==> src/hw/rtl/slcd_pkg.sv <==
`timescale 1ns / 1ps
// ----------------------------------------------------------------------------
// slcd_pkg - shared types, constants and functions of the sync/length deframer
// Holds the frame constants, the byte-wise CRC-16 step and the header hunt
// step used by the deframer core.
// ----------------------------------------------------------------------------
package slcd_pkg;

   // Field widths
   localparam int unsigned BYTE_W = 8;
   localparam int unsigned LEN_W  = 10;
   localparam int unsigned IDX_W  = 9;
   localparam int unsigned CRC_W  = 16;
   localparam int unsigned CNT_W  = 3;

   // Frame constants
   localparam int unsigned       HDR_LEN         = 6;
   localparam logic [CNT_W-1:0]  HDR_CNT         = CNT_W'(HDR_LEN);
   localparam logic [BYTE_W-1:0] SYNC_A          = 8'h5A;
   localparam logic [BYTE_W-1:0] SYNC_B          = 8'hA5;
   localparam logic [CRC_W-1:0]  CRC_POLY        = 16'h1021;
   localparam int unsigned       MAX_PAYLOAD_DEF = 512;
   localparam logic [LEN_W-1:0]  MAX_LEN_RESET   = 10'd512;

   // Phase codes
   localparam logic PH_HUNT    = 1'b0;
   localparam logic PH_PAYLOAD = 1'b1;

   typedef logic [HDR_LEN-1:0][BYTE_W-1:0] hdr_store_type;

   // Header collection state
   typedef struct packed {
      logic [CNT_W-1:0] count;
      hdr_store_type    store;
   } hunt_type;

   // Input stage to core
   typedef struct packed {
      logic              valid;
      logic [BYTE_W-1:0] rx_byte;
   } in_type;

   // Result payload
   typedef struct packed {
      logic [BYTE_W-1:0] payload_byte;
      logic [IDX_W-1:0]  byte_index;
      logic [LEN_W-1:0]  frame_length;
      logic              frame_last;
      logic              crc_ok;
      logic [CRC_W-1:0]  crc_error_total;
   } rsp_type;

   // One byte of CRC-16, poly 0x1021, MSB first
   function automatic logic [CRC_W-1:0] crc_byte(input logic [CRC_W-1:0] crc,
                                                 input logic [BYTE_W-1:0] b);
      logic [CRC_W-1:0] c;
      c = crc ^ {b, 8'h00};
      for (int k = 0; k < 8; k++) begin
         if (c[CRC_W-1]) begin
            c = {c[CRC_W-2:0], 1'b0} ^ CRC_POLY;
         end else begin
            c = {c[CRC_W-2:0], 1'b0};
         end
      end
      return c;
   endfunction

   // CRC after the two sync bytes, fixed for every frame
   localparam logic [CRC_W-1:0] CRC_SYNC = crc_byte(crc_byte(16'h0000, SYNC_A), SYNC_B);

   // One byte of sync hunt and header collection
   function automatic hunt_type hunt_step(input hunt_type h, input logic [BYTE_W-1:0] b);
      hunt_type r;
      r = h;
      case (h.count) inside
         3'd0: begin
            if (b == SYNC_A) begin
               r.store[0] = b;
               r.count    = 3'd1;
            end
         end
         3'd1: begin
            if (b == SYNC_B) begin
               r.store[1] = b;
               r.count    = 3'd2;
            end else if (b == SYNC_A) begin
               r.count = 3'd1;
            end else begin
               r.count = 3'd0;
            end
         end
         [3'd2:3'd5]: begin
            r.store[h.count] = b;
            r.count          = h.count + 3'd1;
         end
         default: begin
            r.count = 3'd0;
         end
      endcase
      return r;
   endfunction

endpackage

==> src/hw/rtl/slcd_req_if.sv <==
`timescale 1ns / 1ps
// ----------------------------------------------------------------------------
// slcd_req_if - received byte channel
// Valid/ready channel carrying one received byte per transfer.
// ----------------------------------------------------------------------------
interface slcd_req_if;
   logic       valid;
   logic       ready;
   logic [7:0] rx_byte;

   modport source (output valid, output rx_byte, input ready);
   modport sink   (input valid, input rx_byte, output ready);
endinterface

==> src/hw/rtl/slcd_rsp_if.sv <==
`timescale 1ns / 1ps
// ----------------------------------------------------------------------------
// slcd_rsp_if - payload byte channel
// Valid/ready channel carrying one payload byte and its frame status.
// ----------------------------------------------------------------------------
interface slcd_rsp_if;
   logic        valid;
   logic        ready;
   logic [7:0]  payload_byte;
   logic [8:0]  byte_index;
   logic [9:0]  frame_length;
   logic        frame_last;
   logic        crc_ok;
   logic [15:0] crc_error_total;

   modport source (output valid, output payload_byte, output byte_index,
                   output frame_length, output frame_last, output crc_ok,
                   output crc_error_total, input ready);
   modport sink   (input valid, input payload_byte, input byte_index,
                   input frame_length, input frame_last, input crc_ok,
                   input crc_error_total, output ready);
endinterface

==> src/hw/rtl/slcd_in_stage.sv <==
`timescale 1ns / 1ps
// ----------------------------------------------------------------------------
// slcd_in_stage - input register of the deframer
// Captures one received byte per transfer and holds it until the core takes it.
// ----------------------------------------------------------------------------
module slcd_in_stage (
   input  logic             clock,
   input  logic             reset,
   slcd_req_if.sink         req_chan,
   input  logic             take,
   output slcd_pkg::in_type in_item
);
   import slcd_pkg::*;

   logic              in_valid_ff, in_valid_in;
   logic [BYTE_W-1:0] in_byte_ff, in_byte_in;
   logic              accept;

   // Free when empty or when the held byte moves on this cycle
   assign req_chan.ready = !in_valid_ff || take;
   assign accept         = req_chan.valid && req_chan.ready;

   always_comb begin
      in_valid_in = in_valid_ff;
      in_byte_in  = in_byte_ff;
      if (accept) begin
         in_valid_in = 1'b1;
         in_byte_in  = req_chan.rx_byte;
      end else if (take) begin
         in_valid_in = 1'b0;
      end
   end

   always_ff @(posedge clock) begin
      if (reset) begin
         in_valid_ff <= 1'b0;
      end else begin
         in_valid_ff <= in_valid_in;
      end
      in_byte_ff <= in_byte_in;
   end

   assign in_item.valid   = in_valid_ff;
   assign in_item.rx_byte = in_byte_ff;

endmodule

==> src/hw/rtl/slcd_core.sv <==
`timescale 1ns / 1ps
// ----------------------------------------------------------------------------
// slcd_core - frame state and result register
// Hunts for sync, checks the header, runs the CRC over header and payload and
// registers one result per payload byte.
// ----------------------------------------------------------------------------
module slcd_core #(
   parameter int unsigned MAX_PAYLOAD = slcd_pkg::MAX_PAYLOAD_DEF
) (
   input  logic                          clock,
   input  logic                          reset,
   input  logic [slcd_pkg::LEN_W-1:0]    max_len,
   input  slcd_pkg::in_type              in_item,
   output logic                          take,
   input  logic                          rsp_ready,
   output logic                          rsp_valid,
   output slcd_pkg::rsp_type             rsp_data
);
   import slcd_pkg::*;

   localparam logic [15:0] LEN_CAP = 16'(MAX_PAYLOAD);

   logic             phase_ff, phase_in;
   hunt_type         hunt_ff, hunt_in;
   logic [LEN_W-1:0] payload_len_ff, payload_len_in;
   logic [LEN_W-1:0] payload_count_ff, payload_count_in;
   logic [CRC_W-1:0] crc_ff, crc_in;
   logic [CRC_W-1:0] crc_errors_ff, crc_errors_in;
   logic             rsp_valid_ff, rsp_valid_in;
   rsp_type          rsp_data_ff, rsp_data_in;

   logic             out_free;
   logic             produce;
   hunt_type         hunt_a, hunt_r;
   logic [15:0]      hdr_len, limit;
   logic             bad_len;
   logic [CRC_W-1:0] crc_hdr, crc_pay, crc_exp;
   logic [LEN_W:0]   count_next;
   logic             last, ok;

   // Handshake with the result register
   assign out_free = !rsp_valid_ff || rsp_ready;
   assign take     = in_item.valid && out_free;

   // Header path: hunt step, length check, rescan of the kept bytes
   always_comb begin
      hunt_a  = hunt_step(hunt_ff, in_item.rx_byte);
      hdr_len = {hunt_a.store[3], hunt_a.store[2]};
      limit   = ({6'd0, max_len} > LEN_CAP) ? LEN_CAP : {6'd0, max_len};
      bad_len = (hdr_len == 16'd0) || (hdr_len > limit);
      crc_hdr = crc_byte(crc_byte(CRC_SYNC, hunt_a.store[2]), hunt_a.store[3]);
      hunt_r       = hunt_a;
      hunt_r.count = '0;
      for (int i = 1; i < HDR_LEN; i++) begin
         hunt_r = hunt_step(hunt_r, hunt_a.store[i]);
      end
   end

   // Payload path
   assign crc_pay    = crc_byte(crc_ff, in_item.rx_byte);
   assign crc_exp    = {hunt_ff.store[5], hunt_ff.store[4]};
   assign count_next = {1'b0, payload_count_ff} + 11'd1;
   assign last       = count_next >= {1'b0, payload_len_ff};
   assign ok         = last && (crc_pay == crc_exp);

   // Next state and result
   always_comb begin
      phase_in         = phase_ff;
      hunt_in          = hunt_ff;
      payload_len_in   = payload_len_ff;
      payload_count_in = payload_count_ff;
      crc_in           = crc_ff;
      crc_errors_in    = crc_errors_ff;
      rsp_data_in      = rsp_data_ff;
      produce          = 1'b0;
      if (take) begin
         if (phase_ff == PH_HUNT) begin
            if (hunt_a.count == HDR_CNT) begin
               if (bad_len) begin
                  hunt_in = hunt_r;
               end else begin
                  hunt_in          = hunt_a;
                  hunt_in.count    = '0;
                  crc_in           = crc_hdr;
                  payload_len_in   = hdr_len[LEN_W-1:0];
                  payload_count_in = '0;
                  phase_in         = PH_PAYLOAD;
               end
            end else begin
               hunt_in = hunt_a;
            end
         end else begin
            produce = 1'b1;
            crc_in  = crc_pay;
            if (last) begin
               if (!ok && (crc_errors_ff != 16'hFFFF)) begin
                  crc_errors_in = crc_errors_ff + 16'd1;
               end
               phase_in         = PH_HUNT;
               hunt_in.count    = '0;
               payload_count_in = '0;
            end else begin
               payload_count_in = count_next[LEN_W-1:0];
            end
            rsp_data_in.payload_byte    = in_item.rx_byte;
            rsp_data_in.byte_index      = payload_count_ff[IDX_W-1:0];
            rsp_data_in.frame_length    = payload_len_ff;
            rsp_data_in.frame_last      = last;
            rsp_data_in.crc_ok          = ok;
            rsp_data_in.crc_error_total = crc_errors_in;
         end
      end
      rsp_valid_in = produce || (rsp_valid_ff && !rsp_ready);
   end

   always_ff @(posedge clock) begin
      if (reset) begin
         phase_ff         <= PH_HUNT;
         hunt_ff.count    <= '0;
         payload_len_ff   <= '0;
         payload_count_ff <= '0;
         crc_ff           <= '0;
         crc_errors_ff    <= '0;
         rsp_valid_ff     <= 1'b0;
      end else begin
         phase_ff         <= phase_in;
         hunt_ff.count    <= hunt_in.count;
         payload_len_ff   <= payload_len_in;
         payload_count_ff <= payload_count_in;
         crc_ff           <= crc_in;
         crc_errors_ff    <= crc_errors_in;
         rsp_valid_ff     <= rsp_valid_in;
      end
      hunt_ff.store <= hunt_in.store;
      rsp_data_ff   <= rsp_data_in;
   end

   assign rsp_valid = rsp_valid_ff;
   assign rsp_data  = rsp_data_ff;

endmodule

==> src/hw/rtl/sync_length_crc16_deframer_unit.sv <==
`timescale 1ns / 1ps
// ----------------------------------------------------------------------------
// sync_length_crc16_deframer_unit - sync/length/CRC-16 frame deframer
// Finds 0x5A 0xA5 framed packets in a byte stream and passes out the payload.
// ----------------------------------------------------------------------------
// Usage:
//   req_chan carries one received byte per transfer. rsp_chan carries one
//   payload byte per transfer with its index, the announced length, a last
//   flag, the CRC verdict (on the last byte only) and the running count of
//   frames that failed the CRC. Header bytes and noise give no transfer.
//   csr_wr_en/csr_wr_data set the largest accepted payload length (reset
//   512); a header with a zero or larger length is rescanned for sync. The
//   user writes the register only while no bytes are in flight; not enforced.
// Timing:
//   A byte goes from req transfer through the input register and the result
//   register to rsp valid. One byte is accepted every cycle unless rsp_chan
//   stalls; the per-byte CRC step and header check sit in a single stage.
// Reset and stall:
//   Synchronous reset returns to sync hunt, clears the error count and
//   empties both registers. While rsp_chan is stalled with a result held,
//   the input register keeps its byte and req_chan drops ready once full.
// ----------------------------------------------------------------------------
module sync_length_crc16_deframer_unit #(
   parameter int unsigned MAX_PAYLOAD = slcd_pkg::MAX_PAYLOAD_DEF
) (
   input  logic                       clock,
   input  logic                       reset,
   slcd_req_if.sink                   req_chan,
   slcd_rsp_if.source                 rsp_chan,
   input  logic                       csr_wr_en,
   input  logic [slcd_pkg::LEN_W-1:0] csr_wr_data
);
   import slcd_pkg::*;

   logic [LEN_W-1:0] max_len_ff;
   in_type           in_item;
   logic             take;
   logic             rsp_valid;
   rsp_type          rsp_data;

   // Length limit register
   always_ff @(posedge clock) begin
      if (reset) begin
         max_len_ff <= MAX_LEN_RESET;
      end else if (csr_wr_en) begin
         max_len_ff <= csr_wr_data;
      end
   end

   slcd_in_stage u_in_stage (
      .clock    (clock),
      .reset    (reset),
      .req_chan (req_chan),
      .take     (take),
      .in_item  (in_item)
   );

   slcd_core #(
      .MAX_PAYLOAD (MAX_PAYLOAD)
   ) u_core (
      .clock     (clock),
      .reset     (reset),
      .max_len   (max_len_ff),
      .in_item   (in_item),
      .take      (take),
      .rsp_ready (rsp_chan.ready),
      .rsp_valid (rsp_valid),
      .rsp_data  (rsp_data)
   );

   // Result channel
   assign rsp_chan.valid           = rsp_valid;
   assign rsp_chan.payload_byte    = rsp_data.payload_byte;
   assign rsp_chan.byte_index      = rsp_data.byte_index;
   assign rsp_chan.frame_length    = rsp_data.frame_length;
   assign rsp_chan.frame_last      = rsp_data.frame_last;
   assign rsp_chan.crc_ok          = rsp_data.crc_ok;
   assign rsp_chan.crc_error_total = rsp_data.crc_error_total;

   // Verdict only on the last byte of a frame
   a_ok_on_last: assert property (@(posedge clock) disable iff (reset)
      rsp_valid && rsp_data.crc_ok |-> rsp_data.frame_last)
      else $error("crc_ok set on a non-final payload byte");

   // Index stays inside the announced length
   a_index_range: assert property (@(posedge clock) disable iff (reset)
      rsp_valid |-> ({1'b0, rsp_data.byte_index} < rsp_data.frame_length))
      else $error("byte_index outside frame length");

   // A failed frame always leaves a nonzero error count (the count saturates)
   a_fail_counted: assert property (@(posedge clock) disable iff (reset)
      rsp_valid && rsp_data.frame_last && !rsp_data.crc_ok
      |-> (rsp_data.crc_error_total != 16'd0))
      else $error("CRC failure not reflected in error count");

   // No input is taken while the result register is stalled and full
   a_stall_hold: assert property (@(posedge clock) disable iff (reset)
      rsp_valid && !rsp_chan.ready |-> !take)
      else $error("core advanced while result was stalled");

endmodule
==> src/flat_wrapper.sv <==
// flat-port wrapper written by rule: the top's interface ports become plain ports
module sync_length_crc16_deframer_unit_flat import slcd_pkg::*;
#(
   parameter int unsigned MAX_PAYLOAD = slcd_pkg::MAX_PAYLOAD_DEF
)
  (clock, reset, csr_wr_en, csr_wr_data, req_chan_valid, req_chan_rx_byte, req_chan_ready, rsp_chan_valid, rsp_chan_payload_byte, rsp_chan_byte_index, rsp_chan_frame_length, rsp_chan_frame_last, rsp_chan_crc_ok, rsp_chan_crc_error_total, rsp_chan_ready);
  slcd_req_if req_chan_i ();
  slcd_rsp_if rsp_chan_i ();
  input  logic clock;
  input  logic reset;
  input  logic csr_wr_en;
  input  logic [slcd_pkg::LEN_W-1:0] csr_wr_data;
  input wire logic [$bits(req_chan_i.valid)-1:0] req_chan_valid;
  input wire logic [$bits(req_chan_i.rx_byte)-1:0] req_chan_rx_byte;
  output wire logic [$bits(req_chan_i.ready)-1:0] req_chan_ready;
  output wire logic [$bits(rsp_chan_i.valid)-1:0] rsp_chan_valid;
  output wire logic [$bits(rsp_chan_i.payload_byte)-1:0] rsp_chan_payload_byte;
  output wire logic [$bits(rsp_chan_i.byte_index)-1:0] rsp_chan_byte_index;
  output wire logic [$bits(rsp_chan_i.frame_length)-1:0] rsp_chan_frame_length;
  output wire logic [$bits(rsp_chan_i.frame_last)-1:0] rsp_chan_frame_last;
  output wire logic [$bits(rsp_chan_i.crc_ok)-1:0] rsp_chan_crc_ok;
  output wire logic [$bits(rsp_chan_i.crc_error_total)-1:0] rsp_chan_crc_error_total;
  input wire logic [$bits(rsp_chan_i.ready)-1:0] rsp_chan_ready;
  assign req_chan_i.valid = req_chan_valid;
  assign req_chan_i.rx_byte = req_chan_rx_byte;
  assign req_chan_ready = req_chan_i.ready;
  assign rsp_chan_valid = rsp_chan_i.valid;
  assign rsp_chan_payload_byte = rsp_chan_i.payload_byte;
  assign rsp_chan_byte_index = rsp_chan_i.byte_index;
  assign rsp_chan_frame_length = rsp_chan_i.frame_length;
  assign rsp_chan_frame_last = rsp_chan_i.frame_last;
  assign rsp_chan_crc_ok = rsp_chan_i.crc_ok;
  assign rsp_chan_crc_error_total = rsp_chan_i.crc_error_total;
  assign rsp_chan_i.ready = rsp_chan_ready;
  sync_length_crc16_deframer_unit #(.MAX_PAYLOAD(MAX_PAYLOAD)) u_core (.clock(clock), .reset(reset), .req_chan(req_chan_i), .rsp_chan(rsp_chan_i), .csr_wr_en(csr_wr_en), .csr_wr_data(csr_wr_data));
endmodule
==> config.mk <==
export PLATFORM = sky130hd
export DESIGN_NAME = sync_length_crc16_deframer_unit_flat
export DESIGN_NICKNAME = d
export VERILOG_FILES = /design/src/hw/rtl/slcd_pkg.sv /design/src/hw/rtl/slcd_req_if.sv /design/src/hw/rtl/slcd_rsp_if.sv /design/src/hw/rtl/slcd_in_stage.sv /design/src/hw/rtl/slcd_core.sv /design/src/hw/rtl/sync_length_crc16_deframer_unit.sv /design/src/flat_wrapper.sv
export SDC_FILE = /design/constraint.sdc
export NUM_CORES = 1
export LEC_CHECK = 0
export ABC_AREA = 1
export ABC_CLOCK_PERIOD_IN_PS = 8350
export BUFFER_PORTS_ARGS = -buffer_cell sky130_fd_sc_hd__clkbuf_2
export CAP_MARGIN = 10
export CORE_AREA = 2 2 135 203
export CTS_BUF_LIST = sky130_fd_sc_hd__clkbuf_4 sky130_fd_sc_hd__clkbuf_8 sky130_fd_sc_hd__clkbuf_16
export DETAILED_ROUTE_END_ITERATION = 12
export DIE_AREA = 0 0 137 205
export GPL_TIMING_DRIVEN = 0
export PLACE_DENSITY = 0.68
export SLEW_MARGIN = 20
export SYNTH_ARGS = -nofsm -noshare
export SYNTH_HDL_FRONTEND = slang
export SYNTH_SLANG_ARGS = --single-unit
==> constraint.sdc <==
create_clock -name clock -period 8.35 [get_ports clock]
set_input_delay 1.2525 -clock clock [delete_from_list [all_inputs] [get_ports clock]]
set_output_delay 1.2525 -clock clock [all_outputs]
set_load 0.005 [all_outputs]
Yosys cells after proc, flatten, opt, wreduce, memory -nomap -nowiden:

Index checks and enable logic that the tools add are counted.

* logic and storage cells: 286
* bits in registers: 169

* multiplexer cells: 148
* add/subtract/negate cells: 7
* equality and inequality tests: 21
* magnitude comparators: 23
* reduce and logical (&&, ||, !) cells: 36
* bitwise gates (word level): 29

Operators with widths (count)
* $mux W32: 15
* $mux W8: 46
* $mux W13: 24
* $bwmux W48: 5
* $demux W8 S3: 5
* $mux W51: 2
* $mux W16: 5
* $mux W3: 25
* $not A3 Y3: 24
* $mux W10: 5
* $eq A8 B7 Y1 const B: 6
* $eq A8 B8 Y1 const B: 5
* $xor A16 B16 Y16: 2
* $lt A3 B4 Y1 const B: 5
* $add A16 B1 Y16 const B: 1
* $eq A16 B16 Y1: 1
* $gt A16 B10 Y1: 1
* $logic_not A16 Y1: 1
* $ne A16 B16 Y1 const B: 1
* $add A3 B1 Y3 const B: 5
* $eq A3 B1 Y1 const B: 5
* $ge A3 B1 Y1 const B: 5
* $ge A3 B2 Y1 const B: 5
* $le A3 B3 Y1 const B: 5
* other kinds (18): 60

Logic depth before layout (Yosys ltp):

Gate-level depths: netlist (run 1).

* depth after elaboration: 45
* mapped depth: 34
* depth with buffers taken out: 33

Cells and area by module:

Synthesis (run 1) repeated with hierarchy kept, for this count alone.

* cell total of the unflattened synthesis: 1433
* area total of the unflattened synthesis: 10654.0 sq um

Modules (own cells, without submodules)
* slcd_core: area each 9944.5 sq um, cells each 1356, instances 1
* sync_length_crc16_deframer_unit: area each 414.1 sq um, cells each 62, instances 1
* slcd_in_stage: area each 295.3 sq um, cells each 15, instances 1

Worst setup path after synthesis (run 1):

Ideal clock, no wire load.

* kind: reg2reg
* start point: reg u_core.u_core.hunt_ff[49] (netlist name)
* end point: reg u_core.u_core.hunt_ff[22] (netlist name), data pin
* cell stages (with the launch flop): 32
* setup time: 0.259 ns
* period minus slack after synthesis: 4.609 ns
* arrival: 4.350 ns
* setup slack: 3.741 ns
* buffers on the path: 2
* cell sequence: dfxtp_1 > inv_2 > ha_1 > inv_1 > nand4_4 > buf_2 > o21ai_0 > nand2_2 > nor2_1 > nand2_1 > nor2_1 > nand2_1 > nand2_1 > inv_1 > ha_1 > nor2_1 > nand2_1 > or2_2 > nand2_1 > inv_2 > nand2_2 > inv_1 > ha_1 > nand2_2 > nand2_2 > inv_2 > nand3_4 > inv_2 > nand2_2 > buf_6 > o211ai_2 > o21ai_2

* longest elaborated chain between the ends: 35
* elaborated cells on any way between the ends: 113

Ends and longest elaborated chain
* start: declaration: RTL line slcd_core.sv:24 `hunt_type hunt_ff, hunt_in;`
* $lt A3 B4 Y1 (not written as such) / $ge A3 B1 Y1 (equally long branches): RTL line slcd_pkg.sv:93 `r.store[h.count] = b;`
* $logic_and A1 B1 Y1 (not written as such): RTL line slcd_pkg.sv:93
* $mux W8 (not written as such): RTL line slcd_pkg.sv:93
* $demux W8 S3: RTL line slcd_pkg.sv:93
* $bwmux W48: RTL line slcd_pkg.sv:93
* $mux W8 (3 in series): RTL line slcd_pkg.sv:75 `case (h.count) inside`
* $eq A8 B7 Y1: RTL line slcd_pkg.sv:77 `if (b == SYNC_A) begin`
* $mux W1: RTL line slcd_pkg.sv:77
* [... 15 more ...]
* $lt A3 B4 Y1 (not written as such) / $ge A3 B1 Y1 (equally long branches): RTL line slcd_pkg.sv:93
* $logic_and A1 B1 Y1 (not written as such): RTL line slcd_pkg.sv:93
* $mux W8 (not written as such): RTL line slcd_pkg.sv:93
* $demux W8 S3: RTL line slcd_pkg.sv:93
* $bwmux W48: RTL line slcd_pkg.sv:93
* $mux W32 (3 in series): RTL line slcd_pkg.sv:75
* $mux W51: RTL line slcd_core.sv:79 `if (bad_len) begin`
* $mux W51 *: RTL line slcd_core.sv:78 `if (hunt_a.count == HDR_CNT) begin`

Mark *: on every way between the ends. The rest lies on a longest branch, timed or not.
A chain may end at the register's enable or synchronous reset.

Final worst setup path (run 1):

* start point: reg u_core.u_core.hunt_ff[48] (netlist name)
* end point: reg u_core.u_core.hunt_ff[27] (netlist name), data pin

Same word-level chain as after synthesis.

==> results.sh, run 1 <==
export IMPL_die_area_sq_um=28100
export IMPL_cpMostUsedCell="nand2_1"
export IMPL_synth_cells=1385
export IMPL_fin_tns_setup_ps=0
export IMPL_use_met1=0.239
export IMPL_hp_start="u_core.u_core.payload_len_ff[5]"
export IMPL_grt_busiest_layer="met2"
export IMPL_cp_slowest_cell="dfxtp_1"
export IMPL_period_minus_slack_ps=5840
export IMPL_use_met3=0.0327
export IMPL_path_buf_inv=9
export IMPL_globalplace_congestion=1.02
export IMPL_htreeDepth=4
export IMPL_cts_tree="done"
export IMPL_synth_seq_cells=161
export IMPL_ir_drop_mv=0.116
export IMPL_arrival_ps=6050
export IMPL_cts_made_buffers=17
export IMPL_core_sq_um=26300
export IMPL_fmax_mhz=171
export IMPL_vias=9667
export IMPL_min_path_type="flip-flop to flip-flop"
export IMPL_worst_slack_ps=2510
export IMPL_r2r_start="u_core.u_core.hunt_ff[48]"
export IMPL_rows=73
export IMPL_grt_max_degree=55
export IMPL_clock_sinks=161
export IMPL_postCtsSetupBuffers=0
export IMPL_place_worst_setup_slack_ps=2610
export IMPL_detailed_place_hpwl_mm=25.3
export IMPL_power_density_nw_per_um2=150
export IMPL_numPortBuffers=68
export IMPL_setup_viol_count_final=0
export IMPL_syn_cell_area_sq_um=10400
export IMPL_grt_pass1_vias=9490
export IMPL_layout_drive_gt1_share=0.141
export IMPL_crit_type="flip-flop to flip-flop"
export IMPL_finalHoldViolCount=0
export IMPL_slew_headroom=0.255
export IMPL_clockBufferDepth=2
export IMPL_antenna_found_initial=0
export IMPL_drtIter0Drc=758
export IMPL_synth_seq_area_share=0.398
export IMPL_die_h_microns=205
export IMPL_io_pins=70
export IMPL_grtUsageTotal=0.240
export IMPL_clk_latency_ps=460
export IMPL_routed_wirelength_mm=32.2
export IMPL_fill_cells=2627
export IMPL_syn_to_final_growth_pct=13.3
export IMPL_period_share=0.700
export IMPL_hold_buffers=0
export IMPL_die_x_microns=137
export IMPL_postCtsResizedCells=0
export IMPL_tightest_slew_ps=1110
export IMPL_grt_pass1_wl_mm=50.6
export IMPL_final_nets=1528
export IMPL_cts_root_buf="clkbuf_16"
export IMPL_start_kind="flip-flop"
export IMPL_p_leak_nw=5.30
export IMPL_grt_overflow=0
export IMPL_ys_types=55
export IMPL_crit_fanout=10
export IMPL_yosys_warnings=0
export IMPL_antenna_cells=0
export IMPL_status="finished, final reports clean"
export IMPL_path_clk_slew_ps=60
export IMPL_cpLargestDelayFamily="simple AND/OR/NAND/NOR gates"
export IMPL_end_kind="flip-flop"
export IMPL_initial_core_util=0.397
export IMPL_rsz0062_at_grt="no"
export IMPL_report_final_slew_viol_count=0
export IMPL_dp_cells=1792
export IMPL_avgSynthCellArea_sq_um=7.54
export IMPL_cpPeakStageDelay_ps=520
export IMPL_cp_required_ps=8550
export IMPL_ant_nets=0
export IMPL_avgRoutedWirePerCell_microns=17.7
export IMPL_drc=0
export IMPL_gr_usage_met2=0.434
export IMPL_crit_start="u_core.u_core.hunt_ff[48]"
export IMPL_power_w=0.00178
export IMPL_final_cells=1824
export IMPL_cap_violations=0
export IMPL_via_per_inst=5.30
export IMPL_fin_skew_ps=12.1
export IMPL_fin_util=0.450
export IMPL_drt_first_pass_iters=6
==> state kept, by name (all words and copies together) (netlist names), 10 cells and up <==
signal and cells:
u_core.u_core.payload_len_ff 10, u_core.u_core.payload_count_ff 10, u_core.u_core.hunt_ff 27, u_core.max_len_ff 10, u_core.u_core.crc_exp 16, u_core.u_core.rsp_data 45, u_core.u_core.crc_ff 16, u_core.u_core.crc_errors_ff 16
==> routing by layer <==
layer  part of all wire  vias to the layer above
li1                   -                     4741
met1               0.35                     4442
met2               0.53                      358
met3              0.043                      126
met4              0.082                        0
met5                  0                        -
==> final timing paths <==
check | cells past startpoint | to | slack [ps]
hold reg to reg | 0 | u_core.u_core.rsp_data[23] | 440
setup / recovery | 32 | u_core.u_core.hunt_ff[27] | 2510
setup reg to reg | 32 | u_core.u_core.hunt_ff[27] | 2510
hold / removal | 0 | u_core.u_core.rsp_data[23] | 440
==> layout make-up <==
class	instances	area [sq um]	area share
buffer	37	198	0.0167
clock buffer	24	531	0.0448
clock inverter	8	65.1	0.00550
inverter	185	696	0.0588
multi-input combinational	1003	5410	0.457
sequential	161	4150	0.351
tap	337	422	0.0356
timing repair buffer	69	360	0.0305
==> kinds of logic (layout without fill, tap and decap cells) <==
group,Yosys count,after routing,share of synthesized area
AOI/OAI and AO/OA,275,275,0.148
xor gates and xnor gates,68,68,0.0592
adders and majority gates,31,31,0.0372
buffers and inverters,222,323,0.0852
DFF,161,161,0.398
other,2,3,0.000719
and+or+nand+nor,626,626,0.272
==> stage by stage <==
step	hold slack, ps	cell area (sq um)
2_1_floorplan	408	10400
3_3_place_gp	416	11200
3_5_place_dp	421	11200
4_1_cts	436	11800
5_1_grt	442	11800
6_report	437	11800
==> cells in the mapped netlist, drive strengths merged <==
cell    instances  area, sq um
edfxtp         93         2790
nand3          70          423
nand2         377         1490
o21a            3         22.5
a21o            1         7.51
o221ai          1         8.76
dfxtp          68         1360
a22oi           2         15.0
xnor2          15          139
inv           182          683
a211oi          3         22.5
nor3           15         75.1
xor2           53          479
nor4           11         75.1
or4             1         7.51
nor2          118          507
nand3b          3         22.5
buf            17          118
a21oi          82          410
o22ai           3         18.8
o31ai           2         15.0
conb            2         7.51
o21bai         10         75.1
or2             3         18.8
clkinv          3         12.5
o211ai         14          130
o21ai         151          797
nor3b           2         15.0
a21boi          1         7.51
clkbuf         20         76.3
a31oi           2         12.5
ha             31          388
nand4          26          211
==> placed cells by master, fill, tap and decap left out, types with 31 or more instances in the layout <==
master / n
edfxtp_1: 93
inv_1: 166
nand2_1: 351
nor2_1: 107
clkbuf_2: 69
xor2_1: 51
ha_1: 31
nand3_1: 60
o21ai_0: 123
dfxtp_1: 68
a21oi_1: 82
==> worst reg2reg max path, delay by kind of cell, from the launching register on <==
family | cells | cell delay (ps)
adders and majority gates | 3 | 820
AOI/OAI and AO/OA | 2 | 220
DFF | 1 | 520
buffers and inverters | 9 | 1410
and+or+nand+nor | 18 | 2630
==> power by group <==
group	switching [W]	total [W]	internal, W
registers	0.0000134	0.000859	0.000846
clock network	0.000331	0.000781	0.000450
logic	0.0000954	0.000139	0.0000436
Power figures use the tool's default switching activity.
==> run 2: changes to the inputs <==
ABC_AREA = 0   (was 1)
ABC_CLOCK_PERIOD_IN_PS = 5390   (was 8350)
clock period = 5.39 ns   (was 8.35 ns; I/O delays follow)
==> results.sh, run 2 <==
export IMPL_path_clk_slew_ps=60
export IMPL_antenna_found_initial=0
export IMPL_synth_top_family_by_area="simple AND/OR/NAND/NOR gates"
export IMPL_detailed_place_hpwl_mm=24.4
export IMPL_rows=73
export IMPL_cap_violations=0
export IMPL_layout_drive_gt1_share=0.235
export IMPL_yosys_warnings=0
export IMPL_synth_seq_cells=161
export IMPL_synthXorXnorAreaFrac=0.103
export IMPL_grt_max_degree=55
export IMPL_synth_area_mux_share=0.0641
export IMPL_globalplace_congestion=0.965
export IMPL_antenna_cells=0
export IMPL_numPortBuffers=68
export IMPL_grtUsageTotal=0.234
export IMPL_start_kind="flip-flop"
export IMPL_final_cells=1586
export IMPL_synth_common_cells="nor2_1, edfxtp_1, nand2_1, dfxtp_1, xnor2_1"
export IMPL_most_common_layout_cells="nor2_1, edfxtp_1, clkbuf_2, nand2_1, dfxtp_1"
export IMPL_internal_power_w=0.00206
export IMPL_post_synth_and_or_nand_nor_area_fraction=0.193
export IMPL_yosysTopAreaCell="edfxtp_1"
export IMPL_power_density_nw_per_um2=214
export IMPL_cts_tree="done"
export IMPL_multi_input_area_sq_um=6280
export IMPL_fin_skew_ps=11.3
export IMPL_grt_pass1_wl_mm=49.8
export IMPL_report_final_slew_viol_count=0
export IMPL_slew_headroom=0.227
export IMPL_min_path_type="flip-flop to flip-flop"
export IMPL_sw_frac_of_total=0.243
export IMPL_die_h_microns=205
export IMPL_setup_viol_count_final=0
export IMPL_arrival_ps=5460
export IMPL_synth_edff_count=93
export IMPL_dp_cells=1502
export IMPL_routed_wirelength_mm=33.1
export IMPL_clock_sinks=161
export IMPL_drtIter0Drc=947
export IMPL_status="finished, final reports clean"
export IMPL_ant_nets=0
export IMPL_drc=0
export IMPL_vias=9382
export IMPL_synth_seq_area_share=0.401
export IMPL_end_kind="flip-flop"
export IMPL_grt_overflow=0
export IMPL_io_pins=70
export IMPL_synthArstFlopShare=0
export IMPL_synth_area_leaders="edfxtp_1, dfxtp_1, xnor2_1, mux2i_1, ha_1"
export IMPL_cts_root_buf="clkbuf_16"
export IMPL_synth_main_ff_cell="edfxtp_1"
export IMPL_synth_compound_area_frac=0.158
export IMPL_syn_cell_area_sq_um=10400
export IMPL_clk_latency_ps=450
export IMPL_p_leak_nw=4.81
export IMPL_die_area_sq_um=28100
export IMPL_avgRoutedWirePerCell_microns=20.9
export IMPL_synth_adder_area_share=0.0374
export IMPL_avgSynthCellArea_sq_um=9.47
export IMPL_ir_drop_mv=0.212
export IMPL_yosysTopAreaCellShare=0.269
export IMPL_fmax_mhz=190
export IMPL_clockBufferDepth=2
export IMPL_p_switching_w=0.000661
export IMPL_grt_pass1_vias=9061
export IMPL_final_common_cell="nor2_1"
export IMPL_largest_reg_flops=45
export IMPL_register_area_sq_um=4160
export IMPL_p_clk_frac=0.429
export IMPL_tightest_slew_ps=1160
export IMPL_core_sq_um=26300
export IMPL_period_share=0.979
export IMPL_fin_hold_ws_ps=475
export IMPL_final_nets=1290
export IMPL_sequentialPowerShare=0.487
export IMPL_crit_fanout=10
export IMPL_synth_most_common_cell="nor2_1"
export IMPL_period_minus_slack_ps=5280
export IMPL_ys_types=88
export IMPL_die_x_microns=137
export IMPL_cp_required_ps=5570
export IMPL_finalHoldViolCount=0
export IMPL_drt_first_pass_iters=9
export IMPL_initial_core_util=0.394
export IMPL_cts_made_buffers=17
export IMPL_via_per_inst=5.92
export IMPL_synth_cells=1095
export IMPL_fill_cells=2430
export IMPL_htreeDepth=4
export IMPL_syn_to_final_growth_pct=22.9
export IMPL_combPwrFrac=0.084
export IMPL_crit_type="flip-flop to flip-flop"
-- run 2: cell types whose count changed after synthesis, sizes merged, moves of 17 or more --
cell    change
nand3      -34
mux2i      +54
xnor2      +50
nor3       +20
nor2       -19
nand2     -296
xor2       -17
o21ai     -122
a211oi     +34
inv       -131
a21oi      -26
clkbuf     +26
-- run 2: critical path, cell delays in order, from the launching register on --
cell and delay [ps]:
dfxtp_4 350, clkbuf_16 150, inv_2 60, ha_1 210
nand4bb_1 100, clkbuf_1 300, nor2_1 200, o41ai_2 500
nand2_1 130, or3_4 420, nand2_4 110, inv_1 60
ha_2 170, buf_6 140, or3_4 350, o21ai_4 190
a31oi_4 100, ha_4 230, nor3_4 260, or3b_4 480
nor3_4 230, buf_6 160, a211oi_1 90
-- run 2: kinds of logic (layout without fill, tap and decap cells) --
logic type | Yosys count | after routing
fa+ha+maj | 31 | 31
buf+inv | 112 | 264
simple gates | 384 | 385
other cells | 2 | 3
xor+xnor | 109 | 109
mux | 65 | 65
flops | 161 | 161
compound gates | 231 | 231
-- run 2: final timing paths --
kind,startpoint,endpoint,slack (ps),cells after the start
min reg2reg,u_core.u_core.payload_len_ff[8],u_core.u_core.rsp_data[26],470,0
max,u_core.u_core.hunt_ff[48],u_core.u_core.hunt_ff[30],110,22
max reg2reg,u_core.u_core.hunt_ff[48],u_core.u_core.hunt_ff[30],110,22
min,u_core.u_core.payload_len_ff[8],u_core.u_core.rsp_data[26],470,0
-- run 2: layer usage --
metal  global-route usage  up-vias  share of wire
met5                    0        -              0
li1                     -     4321              -
met4                0.189        0          0.085
met3               0.0396      146          0.053
met1                0.239     4475           0.35
met2                0.413      440           0.51
-- run 2: power by group through the flow --
stage	Combinational (W)	Sequential [W]	Clock (W)
2_1_floorplan	0.000147	0.00135	0
3_3_place_gp	0.000204	0.00135	0
3_5_place_dp	0.000210	0.00135	0
4_1_cts	0.000214	0.00133	0.00117
5_1_grt	0.000242	0.00133	0.00123
6_report	0.000228	0.00133	0.00117
-- run 2: area by class of cell --
class | instances | share of cell area
Tap cell | 337 | 0.0331
Clock inverter | 10 | 0.00688
Buffer | 56 | 0.0244
Sequential cell | 161 | 0.327
Clock buffer | 22 | 0.0368
Multi-Input combinational cell | 824 | 0.493
Inverter | 52 | 0.0166
Timing Repair Buffer | 124 | 0.0622
-- run 2: what timing repair did --
| item | in CTS | in global routing |
|---|---|---|
| pin swaps | 16 | 20 |
| gates cloned | 0 | 1 |
| setup endpoints to repair | 72 | 67 |
| buffers inserted | 28 | 27 |
| resized for setup | 68 | 65 |
| hold buffers | 0 | 0 |
-- run 2: stage by stage --
stage	utilization	power [W]	area [sq um]	setup slack, ps	setup TNS (ps)
finish	0.484	0.00272	12700	114	0
CTS	0.468	0.00271	12300	3.08	0
floorplan	-	0.00149	10500	35.1	0
global route	0.484	0.00280	12700	-18.2	-37.0
global placement	0.427	0.00156	11200	-1810	-80490
detailed placement	0.429	0.00156	11300	-1800	-79150
